File: src/hw/rtl/dss_pkg.sv
// Package for the delimiter stream splitter: register indexes, reset values,
// the job control struct and the result struct shared by the core modules.
// No dependencies.
`default_nettype none

package dss_pkg;

	localparam int CFG_DATA_W = 64;
	localparam int CFG_IDX_W  = 1;
	localparam int DLEN_W     = 4;
	localparam int CNT32_W    = 32;

	localparam logic [CFG_IDX_W-1:0] REG_DELIM_VALUE  = 1'b0;
	localparam logic [CFG_IDX_W-1:0] REG_DELIM_LENGTH = 1'b1;

	localparam logic [CFG_DATA_W-1:0] DELIM_VALUE_RST  = 64'd10;
	localparam logic [DLEN_W-1:0]     DELIM_LENGTH_RST = 4'd1;

	// control part of one decoded input transaction
	typedef struct packed {
		logic nonempty;  // at least one result follows
		logic match;     // delimiter matched: one piece end after the bytes
		logic last;      // end of stream: one more piece end at the tail
	} dss_job_t;

	typedef struct packed {
		logic [CNT32_W-1:0] delimiters_seen;
		logic [CNT32_W-1:0] bytes_returned;
		logic [CNT32_W-1:0] pieces_returned;
		logic               piece_end;
		logic               byte_valid;
		logic [7:0]         out_byte;
	} dss_res_t;

endpackage

`default_nettype wire

File: src/hw/rtl/delimiter_stream_splitter_core.sv
// Top level of the delimiter stream splitter: configuration registers,
// stream ports and the window / result sequencer pair.
// Depends on dss_pkg, dss_window and dss_emit.
//
//  channel  dir  handshake          payload
//  cfg      in   cfg_wr_en          cfg_index (0 value, 1 length), cfg_data
//  s        in   s_tvalid/s_tready  tdata: data_byte; tuser: has_byte; tlast: stream_last
//  m        out  m_tvalid/m_tready  tdata: out_byte, counters; tuser: byte_valid; tlast: piece_end
//
// An input transaction is decoded in the cycle it is accepted; its results then leave one per
// cycle from the output register while m_tready is high, so a transaction with k results
// (k is 0 to MAX_DELIM_LEN+1) holds s_tready low until its last result leaves, set by the
// single result port of the sequencer. One-result transactions stream at one per cycle while
// m_tready is high. Reset clears the window, the counters and the output valid, and loads
// the delimiter (newline, length 1). A stall on m_tready holds the result register.
`default_nettype none

module delimiter_stream_splitter_core import dss_pkg::*; #(
	parameter int MAX_DELIM_LEN = 8
) (
	input  wire logic                  clk,
	input  wire logic                  arst_n,
	input  wire logic                  cfg_wr_en,
	input  wire logic [CFG_IDX_W-1:0]  cfg_index,
	input  wire logic [CFG_DATA_W-1:0] cfg_data,
	input  wire logic                  s_tvalid,
	output logic                       s_tready,
	input  wire logic [7:0]            s_tdata,   // data_byte
	input  wire logic                  s_tuser,   // has_byte
	input  wire logic                  s_tlast,   // stream_last
	output logic                       m_tvalid,
	input  wire logic                  m_tready,
	// out_byte[7:0], pieces_returned[39:8], bytes_returned[71:40],
	// delimiters_seen[103:72]
	output logic [103:0]               m_tdata,
	output logic                       m_tuser,   // byte_valid
	output logic                       m_tlast    // piece_end
);

	localparam int CNT_W = $clog2(MAX_DELIM_LEN + 1);

	logic [CFG_DATA_W-1:0] delim_value_q;
	logic [DLEN_W-1:0]     delim_length_q;

	logic             accept;
	logic [7:0]       job_bytes [MAX_DELIM_LEN];
	logic [CNT_W-1:0] job_nb;
	dss_job_t         job;
	dss_res_t         res;

	always_ff @(posedge clk or negedge arst_n) begin
		if (!arst_n) begin
			delim_value_q  <= DELIM_VALUE_RST;
			delim_length_q <= DELIM_LENGTH_RST;
		end else if (cfg_wr_en) begin
			case (cfg_index)
				REG_DELIM_VALUE:  delim_value_q  <= cfg_data;
				REG_DELIM_LENGTH: delim_length_q <= cfg_data[DLEN_W-1:0];
				default: ;
			endcase
		end
	end

	assign accept = s_tvalid && s_tready;

	dss_window #(
		.MAX_DELIM_LEN(MAX_DELIM_LEN)
	) u_window (
		.clk          (clk),
		.arst_n       (arst_n),
		.accept       (accept),
		.data_byte    (s_tdata),
		.has_byte     (s_tuser),
		.stream_last  (s_tlast),
		.delim_value  (delim_value_q),
		.delim_length (delim_length_q),
		.job_bytes    (job_bytes),
		.job_nb       (job_nb),
		.job          (job)
	);

	dss_emit #(
		.MAX_DELIM_LEN(MAX_DELIM_LEN)
	) u_emit (
		.clk      (clk),
		.arst_n   (arst_n),
		.load     (accept && job.nonempty),
		.in_bytes (job_bytes),
		.in_nb    (job_nb),
		.in_job   (job),
		.ready    (s_tready),
		.m_valid  (m_tvalid),
		.m_ready  (m_tready),
		.m_res    (res)
	);

	assign m_tdata = {res.delimiters_seen, res.bytes_returned, res.pieces_returned,
		res.out_byte};
	assign m_tuser = res.byte_valid;
	assign m_tlast = res.piece_end;

endmodule

`default_nettype wire

File: src/hw/rtl/dss_window.sv
// Pending window and match logic of the delimiter stream splitter.
// Decodes one input transaction into a byte list and piece-end flags.
// Depends on dss_pkg.
`default_nettype none

module dss_window import dss_pkg::*; #(
	parameter int MAX_DELIM_LEN = 8
) (
	input  wire logic                   clk,
	input  wire logic                   arst_n,
	input  wire logic                   accept,
	input  wire logic [7:0]             data_byte,
	input  wire logic                   has_byte,
	input  wire logic                   stream_last,
	input  wire logic [CFG_DATA_W-1:0]  delim_value,
	input  wire logic [DLEN_W-1:0]      delim_length,
	output logic [7:0]                  job_bytes [MAX_DELIM_LEN],
	output logic [$clog2(MAX_DELIM_LEN+1)-1:0] job_nb,
	output dss_job_t                    job
);

	localparam int CNT_W  = $clog2(MAX_DELIM_LEN + 1);
	localparam int IDX_W  = (MAX_DELIM_LEN > 1) ? $clog2(MAX_DELIM_LEN) : 1;
	localparam int DEXT_W = 8 * ((MAX_DELIM_LEN > 8) ? MAX_DELIM_LEN : 8);

	logic [7:0]       win_q [MAX_DELIM_LEN];
	logic [CNT_W-1:0] cnt_q;

	logic [7:0]        w     [MAX_DELIM_LEN];
	logic [7:0]        shf   [MAX_DELIM_LEN];
	logic [7:0]        win_d [MAX_DELIM_LEN];
	logic [CNT_W-1:0]  len;
	logic [CNT_W-1:0]  n;
	logic [CNT_W-1:0]  rel;
	logic [CNT_W-1:0]  nb;
	logic [CNT_W-1:0]  cnt_d;
	logic [DEXT_W-1:0] dext;
	logic              full;
	logic              match;

	assign dext = DEXT_W'(delim_value);

	always_comb begin
		if (delim_length == '0) begin
			len = CNT_W'(1);
		end else if (32'(delim_length) > MAX_DELIM_LEN) begin
			len = CNT_W'(MAX_DELIM_LEN);
		end else begin
			len = CNT_W'(delim_length);
		end
	end

	assign n    = cnt_q + CNT_W'(has_byte);
	assign full = has_byte && (n >= len);
	// bytes pushed past the delimiter length go out before the compare
	assign rel  = (has_byte && (n > len)) ? (n - len) : '0;

	always_comb begin
		logic [CNT_W:0] pos;
		for (int i = 0; i < MAX_DELIM_LEN; i++) begin
			w[i] = (CNT_W'(i) < cnt_q) ? win_q[i] : data_byte;
		end
		match = full;
		for (int i = 0; i < MAX_DELIM_LEN; i++) begin
			pos    = (CNT_W+1)'(rel) + (CNT_W+1)'(i);
			shf[i] = (pos < (CNT_W+1)'(MAX_DELIM_LEN)) ? w[pos[IDX_W-1:0]] : 8'd0;
			if ((CNT_W'(i) < len) && (shf[i] != dext[i*8 +: 8])) begin
				match = 1'b0;
			end
		end
	end

	always_comb begin
		if (match) begin
			nb = rel;
		end else if (stream_last) begin
			nb = n;
		end else if (full) begin
			nb = rel + CNT_W'(1);
		end else begin
			nb = '0;
		end
	end

	// surviving window: drop the released bytes from the front
	always_comb begin
		logic [CNT_W:0] pos;
		for (int i = 0; i < MAX_DELIM_LEN; i++) begin
			pos      = (CNT_W+1)'(nb) + (CNT_W+1)'(i);
			win_d[i] = (pos < (CNT_W+1)'(MAX_DELIM_LEN)) ? w[pos[IDX_W-1:0]] : 8'd0;
		end
		cnt_d = (match || stream_last) ? '0 : (n - nb);
	end

	always_ff @(posedge clk or negedge arst_n) begin
		if (!arst_n) begin
			cnt_q <= '0;
		end else if (accept) begin
			cnt_q <= cnt_d;
		end
	end

	always_ff @(posedge clk) begin
		if (accept) begin
			win_q <= win_d;
		end
	end

	assign job_bytes    = w;
	assign job_nb       = nb;
	assign job.match    = match;
	assign job.last     = stream_last;
	assign job.nonempty = (nb != '0) || match || stream_last;

	a_cnt_bound: assert property (@(posedge clk) disable iff (!arst_n)
		32'(cnt_q) < MAX_DELIM_LEN)
		else $error("pending count reached the window depth");

	a_last_flush: assert property (@(posedge clk) disable iff (!arst_n)
		accept && stream_last |=> cnt_q == '0)
		else $error("window not empty after end of stream");

	a_match_clear: assert property (@(posedge clk) disable iff (!arst_n)
		accept && match |=> cnt_q == '0)
		else $error("window not cleared after delimiter match");

endmodule

`default_nettype wire

File: src/hw/rtl/dss_emit.sv
// Result sequencer of the delimiter stream splitter: holds one decoded transaction,
// sends its results one per cycle unless m_ready stalls them, and keeps the running counters.
// Depends on dss_pkg.
`default_nettype none

module dss_emit import dss_pkg::*; #(
	parameter int MAX_DELIM_LEN = 8
) (
	input  wire logic                   clk,
	input  wire logic                   arst_n,
	input  wire logic                   load,
	input  wire logic [7:0]             in_bytes [MAX_DELIM_LEN],
	input  wire logic [$clog2(MAX_DELIM_LEN+1)-1:0] in_nb,
	input  wire dss_job_t               in_job,
	output logic                        ready,
	output logic                        m_valid,
	input  wire logic                   m_ready,
	output dss_res_t                    m_res
);

	localparam int CNT_W = $clog2(MAX_DELIM_LEN + 1);
	localparam int IDX_W = (MAX_DELIM_LEN > 1) ? $clog2(MAX_DELIM_LEN) : 1;
	localparam int POS_W = $clog2(MAX_DELIM_LEN + 3);

	logic [7:0]         job_bytes_s1 [MAX_DELIM_LEN];
	logic [CNT_W-1:0]   job_nb_s1;
	dss_job_t           job_s1;
	logic               job_valid_q;
	logic [POS_W-1:0]   idx_q;
	logic [CNT32_W-1:0] pieces_q;
	logic [CNT32_W-1:0] bytes_q;
	logic [CNT32_W-1:0] delims_q;
	logic               m_valid_q;
	dss_res_t           res_q;

	logic [POS_W-1:0] tot;
	logic             out_free;
	logic             emit;
	logic             done;
	logic             is_byte;
	logic             is_match_end;
	dss_res_t         res_d;

	assign tot = POS_W'(job_nb_s1) + POS_W'(job_s1.match) + POS_W'(job_s1.last);
	assign out_free     = !m_valid_q || m_ready;
	assign emit         = job_valid_q && out_free;
	assign done         = emit && (idx_q == tot - POS_W'(1));
	assign ready        = !job_valid_q || done;
	assign is_byte      = idx_q < POS_W'(job_nb_s1);
	assign is_match_end = !is_byte && job_s1.match && (idx_q == POS_W'(job_nb_s1));

	always_comb begin
		res_d.out_byte        = is_byte ? job_bytes_s1[idx_q[IDX_W-1:0]] : 8'd0;
		res_d.byte_valid      = is_byte;
		res_d.piece_end       = !is_byte;
		res_d.pieces_returned = pieces_q + CNT32_W'(!is_byte);
		res_d.bytes_returned  = bytes_q + CNT32_W'(is_byte);
		res_d.delimiters_seen = delims_q + CNT32_W'(is_match_end);
	end

	always_ff @(posedge clk or negedge arst_n) begin
		if (!arst_n) begin
			job_valid_q <= 1'b0;
			idx_q       <= '0;
			pieces_q    <= '0;
			bytes_q     <= '0;
			delims_q    <= '0;
			m_valid_q   <= 1'b0;
		end else begin
			if (load) begin
				job_valid_q <= 1'b1;
				idx_q       <= '0;
			end else if (done) begin
				job_valid_q <= 1'b0;
			end else if (emit) begin
				idx_q <= idx_q + POS_W'(1);
			end
			if (emit) begin
				pieces_q  <= res_d.pieces_returned;
				bytes_q   <= res_d.bytes_returned;
				delims_q  <= res_d.delimiters_seen;
				m_valid_q <= 1'b1;
			end else if (m_ready) begin
				m_valid_q <= 1'b0;
			end
		end
	end

	always_ff @(posedge clk) begin
		if (load) begin
			job_bytes_s1 <= in_bytes;
			job_nb_s1    <= in_nb;
			job_s1       <= in_job;
		end
		if (emit) begin
			res_q <= res_d;
		end
	end

	assign m_valid = m_valid_q;
	assign m_res   = res_q;

	a_job_nonempty: assert property (@(posedge clk) disable iff (!arst_n)
		job_valid_q |-> tot != '0)
		else $error("held transaction has no results");

	a_idx_range: assert property (@(posedge clk) disable iff (!arst_n)
		job_valid_q |-> idx_q < tot)
		else $error("result index ran past the transaction");

	a_byte_count: assert property (@(posedge clk) disable iff (!arst_n)
		emit && is_byte |=> bytes_q == $past(bytes_q) + CNT32_W'(1))
		else $error("byte counter did not advance on a byte result");

	a_load_free: assert property (@(posedge clk) disable iff (!arst_n)
		load |-> !job_valid_q || done)
		else $error("new transaction loaded over a busy one");

endmodule

`default_nettype wire
File: config.mk
export PLATFORM = sky130hd
export DESIGN_NAME = delimiter_stream_splitter_core
export DESIGN_NICKNAME = d
export VERILOG_FILES = /design/src/hw/rtl/dss_pkg.sv /design/src/hw/rtl/delimiter_stream_splitter_core.sv /design/src/hw/rtl/dss_window.sv /design/src/hw/rtl/dss_emit.sv
export SDC_FILE = /design/constraint.sdc
export NUM_CORES = 1
export LEC_CHECK = 0
export BUFFER_PORTS_ARGS = -buffer_cell sky130_fd_sc_hd__buf_2
export CAP_MARGIN = 5
export CORE_AREA = 2 2 259 261
export CTS_CLUSTER_DIAMETER = 30
export DETAILED_ROUTE_END_ITERATION = 8
export DIE_AREA = 0 0 261 263
export GPL_ROUTABILITY_DRIVEN = 0
export SLEW_MARGIN = 20
export SYNTH_ARGS = -nofsm -noshare
export SYNTH_HDL_FRONTEND = slang
export SYNTH_SLANG_ARGS = --single-unit
File: constraint.sdc
create_clock -name clk -period 19.05 [get_ports clk]
set_input_delay 0.9525 -clock clk [delete_from_list [all_inputs] [get_ports clk]]
set_output_delay 0.9525 -clock clk [all_outputs]
set_load 0.005 [all_outputs]
==> summary.txt <==
area added between synthesis and finish -> 19.6%
Syn Std Cell Area -> 24800 µm²
Post-synth top flop -> sky130_fd_sc_hd__edfxtp_1
Crit. End Element -> flip-flop
maxcap violations -> 0
met3 demand-to-capacity share in global routing -> 0.0604
Util after Layout -> 0.452
final worst path period share -> 0.569
post-synthesis area per instance -> 11.1 µm²
terminus of the critical flop-to-flop path -> u_window.win_q[23]$_SDFFCE_PP0P_
slew at the pin closest to its max-slew limit -> 1.23 ns
critical register-to-register path startpoint -> u_window.cnt_q[1]$_DFFE_PN0P_
post-detailed-route wirelength per cell -> 22.4 µm
setup repair bufs after CTS -> 0
GRT Overall Usage -> 0.217
placed cell areas -> 26600 µm²
worst-skew pair later-pin latency -> 0.65 ns
Total Negative Setup Slacks -> 0 ns
final worst path period need -> 10.85 ns
critical path launch point type -> flip-flop
Final Instance Area -> 29700 µm²
crit path buf inv count -> 6
number of unique standard cell types used by synthesis -> 95
count of placed standard cells in the final layout, fillers left out -> 3374
die outline height -> 263 µm
Resize count post-CTS -> 0
most frequent standard cell in the layout excluding fill and tap cells -> sky130_fd_sc_hd__edfxtp_1
overall power consumption -> 5.74 mW
critical path fanouts, max -> 48
net count of the mapped netlist -> 2346
unrepaired setup endpoints after global routing -> false
initial antenna violation count -> 1
gr busiest metal -> met2
CTS tree -> built
starting density of the core -> 0.378
number of storage elements in the synthesis netlist -> 414
number of flops mapped to enable cells by yosys -> 240
final-report max-slew violation count -> 0
number of clock buffers inserted by TritonCTS -> 88
cell type of the slowest stage on the worst timing path -> sky130_fd_sc_hd__dfrtp_1
relative max-transition margin -> 0.179
post-synthesis sequential area ratio -> 0.466
total detailed-routing wirelength -> 75.5 mm
IR drop worst, VDD -> 0.0890 mV
Worst Hold Margin -> 0.370 ns
Hold Vio Cnt, Final -> 0
clock-pin slew of the registers on the worst-case setup and hold paths -> 0.05 ns
commonest cells after routing, fill and taps aside -> sky130_fd_sc_hd__edfxtp_1, sky130_fd_sc_hd__nor2_1, sky130_fd_sc_hd__buf_2
number of fill cells in the layout -> 6018
outcome -> finished clean
first-pass GRT wire length -> 115 mm
share of layout cells above drive strength 1 -> 0.221
Synth Instances -> 2234
std cell rows -> 94
critical path startpoint -> u_window.cnt_q[1]$_DFFE_PN0P_
fraction of power consumed by combinational cells -> 0.489
Longest Clk Path Bufs -> 3
clock share of power -> 0.273
Worst path max stage delay -> 0.88 ns
TritonRoute pass-1 iters -> 6
# nets final -> 2545
via count of the first global-routing pass -> 19600
placeable core region -> 65600 µm²
area of the multi-input gates -> 12300 µm²
area share of the largest cell type after synthesis -> 0.290
achievable clock frequency -> 0.0922 GHz
routed via count -> 19500
Sw Share -> 0.424
Area contributors post-synth -> sky130_fd_sc_hd__edfxtp_1, sky130_fd_sc_hd__dfrtp_1, sky130_fd_sc_hd__mux2i_1
Warnings, synthesis -> 0
leakage power total -> 12.4 nW
Detailed Route Iter0 Violations -> 2195
Cell Int Power -> 3.31 mW
global routing met1 resource utilization -> 0.282
min setup slack post-route -> 8.20 ns
flip-flop and latch area -> 11600 µm²
ratio of total power to cell area -> 194 nW/µm²
part of the total power dissipated in sequential elements -> 0.238
critical path start-end classification -> reg2reg
detailed placement HPWL -> 54.1 mm
final worst clock skew -> 0.0357 ns
Hold WC Path Type -> in2async
required time reported for the critical path endpoint -> 19.41 ns
global-route met2 utilization -> 0.331
# setup viols final -> 0
number of input and output port buffers inserted -> 187
count of pins on the block boundary -> 188
global route overflow -> 0
deepest level of the CTS H-tree -> 3
maximum number of pins on one net before global-route repair -> 101
post-DR vias/cell -> 5.77
die area -> 68600 µm²
power dissipated by switching net loads -> 2.44 mW
Antenna Violating Nets Remaining -> 0
DRC viols -> 0
Setup crit end -> u_window.win_q[23]$_SDFFCE_PP0P_
CTS root buffer -> sky130_fd_sc_hd__clkbuf_16
number of gates on the worst path with buffers counted -> 27
depth of the worst register-to-register path -> 27
die width -> 261 µm
number of cells in the design after placement -> 3207
hold buffers post-CTS -> 0
pre-CTS worst setup slack -> 8.27 ns
Critical Path AT -> 11.21 ns
clock net sink count -> 414
family of cells with the greatest summed delay on the critical path -> simple AND/OR/NAND/NOR gates
leading area contributor after synthesis -> sky130_fd_sc_hd__edfxtp_1
flop2flop setup slack -> 8.20 ns
Async SR Flop Fraction -> 0.420
==> sequential cells by signal, indices dropped and copies added, names as in the netlist, 2 cells and up <==
signal / flops
delim_length_q: 4
delim_value_q: 64
u_emit.bytes_q: 32
u_emit.delims_q: 32
u_emit.idx_q: 4
u_emit.job_bytes_s1: 64
u_emit.job_nb_s1: 4
u_emit.job_s1: 2
u_emit.m_res: 106
u_emit.pieces_q: 32
u_window.cnt_q: 4
u_window.win_q: 64
==> worst min-delay path by stage <==
stage,from,end,slack [ns],cells after the start
2_1_floorplan,u_emit.bytes_q[0]$_DFFE_PN0P_,u_emit.bytes_q[0]$_DFFE_PN0P_,0.45,2
5_1_grt,arst_n,delim_value_q[0]$_DFFE_PN0P_,0.43,1
3_3_place_gp,u_emit.bytes_q[0]$_DFFE_PN0P_,u_emit.bytes_q[0]$_DFFE_PN0P_,0.46,2
6_report,arst_n,delim_value_q[39]$_DFFE_PN0P_,0.37,1
4_1_cts,arst_n,delim_value_q[33]$_DFFE_PN0P_,0.39,1
3_5_place_dp,u_emit.pieces_q[0]$_DFFE_PN0P_,u_emit.pieces_q[0]$_DFFE_PN0P_,0.47,2
==> power groups by stage <==
stage	clock network, mW	registers, mW	logic (mW)
final	1.57	1.37	2.81
after global routing	1.64	1.39	2.99
after CTS	1.59	1.37	2.72
after detailed placement	0	1.38	2.71
after global placement	0	1.38	2.65
after floorplan	0	1.36	1.93
==> cell type report <==
| cell class | instances | area share |
|---|---|---|
| inverters | 98 | 0.0128 |
| flip-flops and latches | 414 | 0.390 |
| clock buffers | 111 | 0.0820 |
| diodes | 1 | 0.0000843 |
| repair buffers | 220 | 0.0403 |
| well taps | 864 | 0.0364 |
| multi-input cells | 1611 | 0.416 |
| clock inverters | 55 | 0.0226 |
==> metal layers <==
layer / share of wire / up-vias
met2: 0.44 / 1004
met4: 0.054 / 0
met5: 0 / -
met3: 0.10 / 239
met1: 0.40 / 9490
li1: - / 8731
==> worst register-to-register path: stages (launching register included) <==
cell and delay (ns):
sky130_fd_sc_hd__dfrtp_1 0.88, sky130_fd_sc_hd__nand3_1 0.18, sky130_fd_sc_hd__xor2_1 0.38, sky130_fd_sc_hd__inv_1 0.09
sky130_fd_sc_hd__ha_1 0.38, sky130_fd_sc_hd__nand4_1 0.69, sky130_fd_sc_hd__nand3_1 0.86, sky130_fd_sc_hd__inv_1 0.56
sky130_fd_sc_hd__ha_1 0.45, sky130_fd_sc_hd__a21oi_1 0.23, sky130_fd_sc_hd__and3_1 0.26, sky130_fd_sc_hd__nor2_1 0.14
sky130_fd_sc_hd__a221oi_1 0.61, sky130_fd_sc_hd__xor2_1 0.17, sky130_fd_sc_hd__a32oi_1 0.28, sky130_fd_sc_hd__a32oi_1 0.11
sky130_fd_sc_hd__a31oi_1 0.31, sky130_fd_sc_hd__nor4_4 0.11, sky130_fd_sc_hd__o21ai_2 0.40, sky130_fd_sc_hd__mux2i_4 0.30
sky130_fd_sc_hd__buf_4 0.46, sky130_fd_sc_hd__buf_4 0.66, sky130_fd_sc_hd__inv_4 0.32, sky130_fd_sc_hd__ha_1 0.87
sky130_fd_sc_hd__mux4_2 0.61, sky130_fd_sc_hd__inv_1 0.07, sky130_fd_sc_hd__o32a_1 0.14, sky130_fd_sc_hd__nor2_1 0.04
==> synth_stat cells (9+ instances only) <==
cell / count
sky130_fd_sc_hd__nand3_1: 68
sky130_fd_sc_hd__nand2_1: 150
sky130_fd_sc_hd__o221ai_1: 19
sky130_fd_sc_hd__edfxtp_1: 240
sky130_fd_sc_hd__mux2i_1: 170
sky130_fd_sc_hd__a21oi_1: 64
sky130_fd_sc_hd__a211oi_1: 41
sky130_fd_sc_hd__a31oi_1: 17
sky130_fd_sc_hd__xor2_1: 119
sky130_fd_sc_hd__buf_1: 16
sky130_fd_sc_hd__and3_1: 39
sky130_fd_sc_hd__nand4_1: 20
sky130_fd_sc_hd__o211a_1: 10
sky130_fd_sc_hd__nor2b_1: 17
sky130_fd_sc_hd__o32a_1: 10
sky130_fd_sc_hd__buf_4: 11
sky130_fd_sc_hd__mux2_2: 99
sky130_fd_sc_hd__o32ai_1: 10
sky130_fd_sc_hd__clkbuf_1: 54
sky130_fd_sc_hd__nor4_1: 9
sky130_fd_sc_hd__nand2b_1: 17
sky130_fd_sc_hd__o21bai_1: 13
sky130_fd_sc_hd__nor3b_1: 13
sky130_fd_sc_hd__nor3_1: 29
sky130_fd_sc_hd__inv_1: 95
sky130_fd_sc_hd__dfrtp_1: 171
sky130_fd_sc_hd__xnor2_1: 123
sky130_fd_sc_hd__nor2_1: 193
sky130_fd_sc_hd__nor4b_1: 13
sky130_fd_sc_hd__nand3b_1: 9
sky130_fd_sc_hd__buf_2: 16
sky130_fd_sc_hd__buf_6: 12
sky130_fd_sc_hd__o21ai_0: 53
sky130_fd_sc_hd__a22oi_1: 37
sky130_fd_sc_hd__and2_1: 9
sky130_fd_sc_hd__mux4_2: 32
sky130_fd_sc_hd__o22ai_1: 32
sky130_fd_sc_hd__o211ai_1: 24
sky130_fd_sc_hd__ha_1: 30
==> logic make-up after synthesis <==
logic type,count (synthesis),share of synthesized area
compound gates,413,0.120
flops,414,0.466
mux,308,0.148
buf+inv,209,0.0391
simple gates,613,0.123
xor+xnor,244,0.0867
fa+ha+maj,33,0.0171
Note: power is estimated with default switching activity, not from simulation.
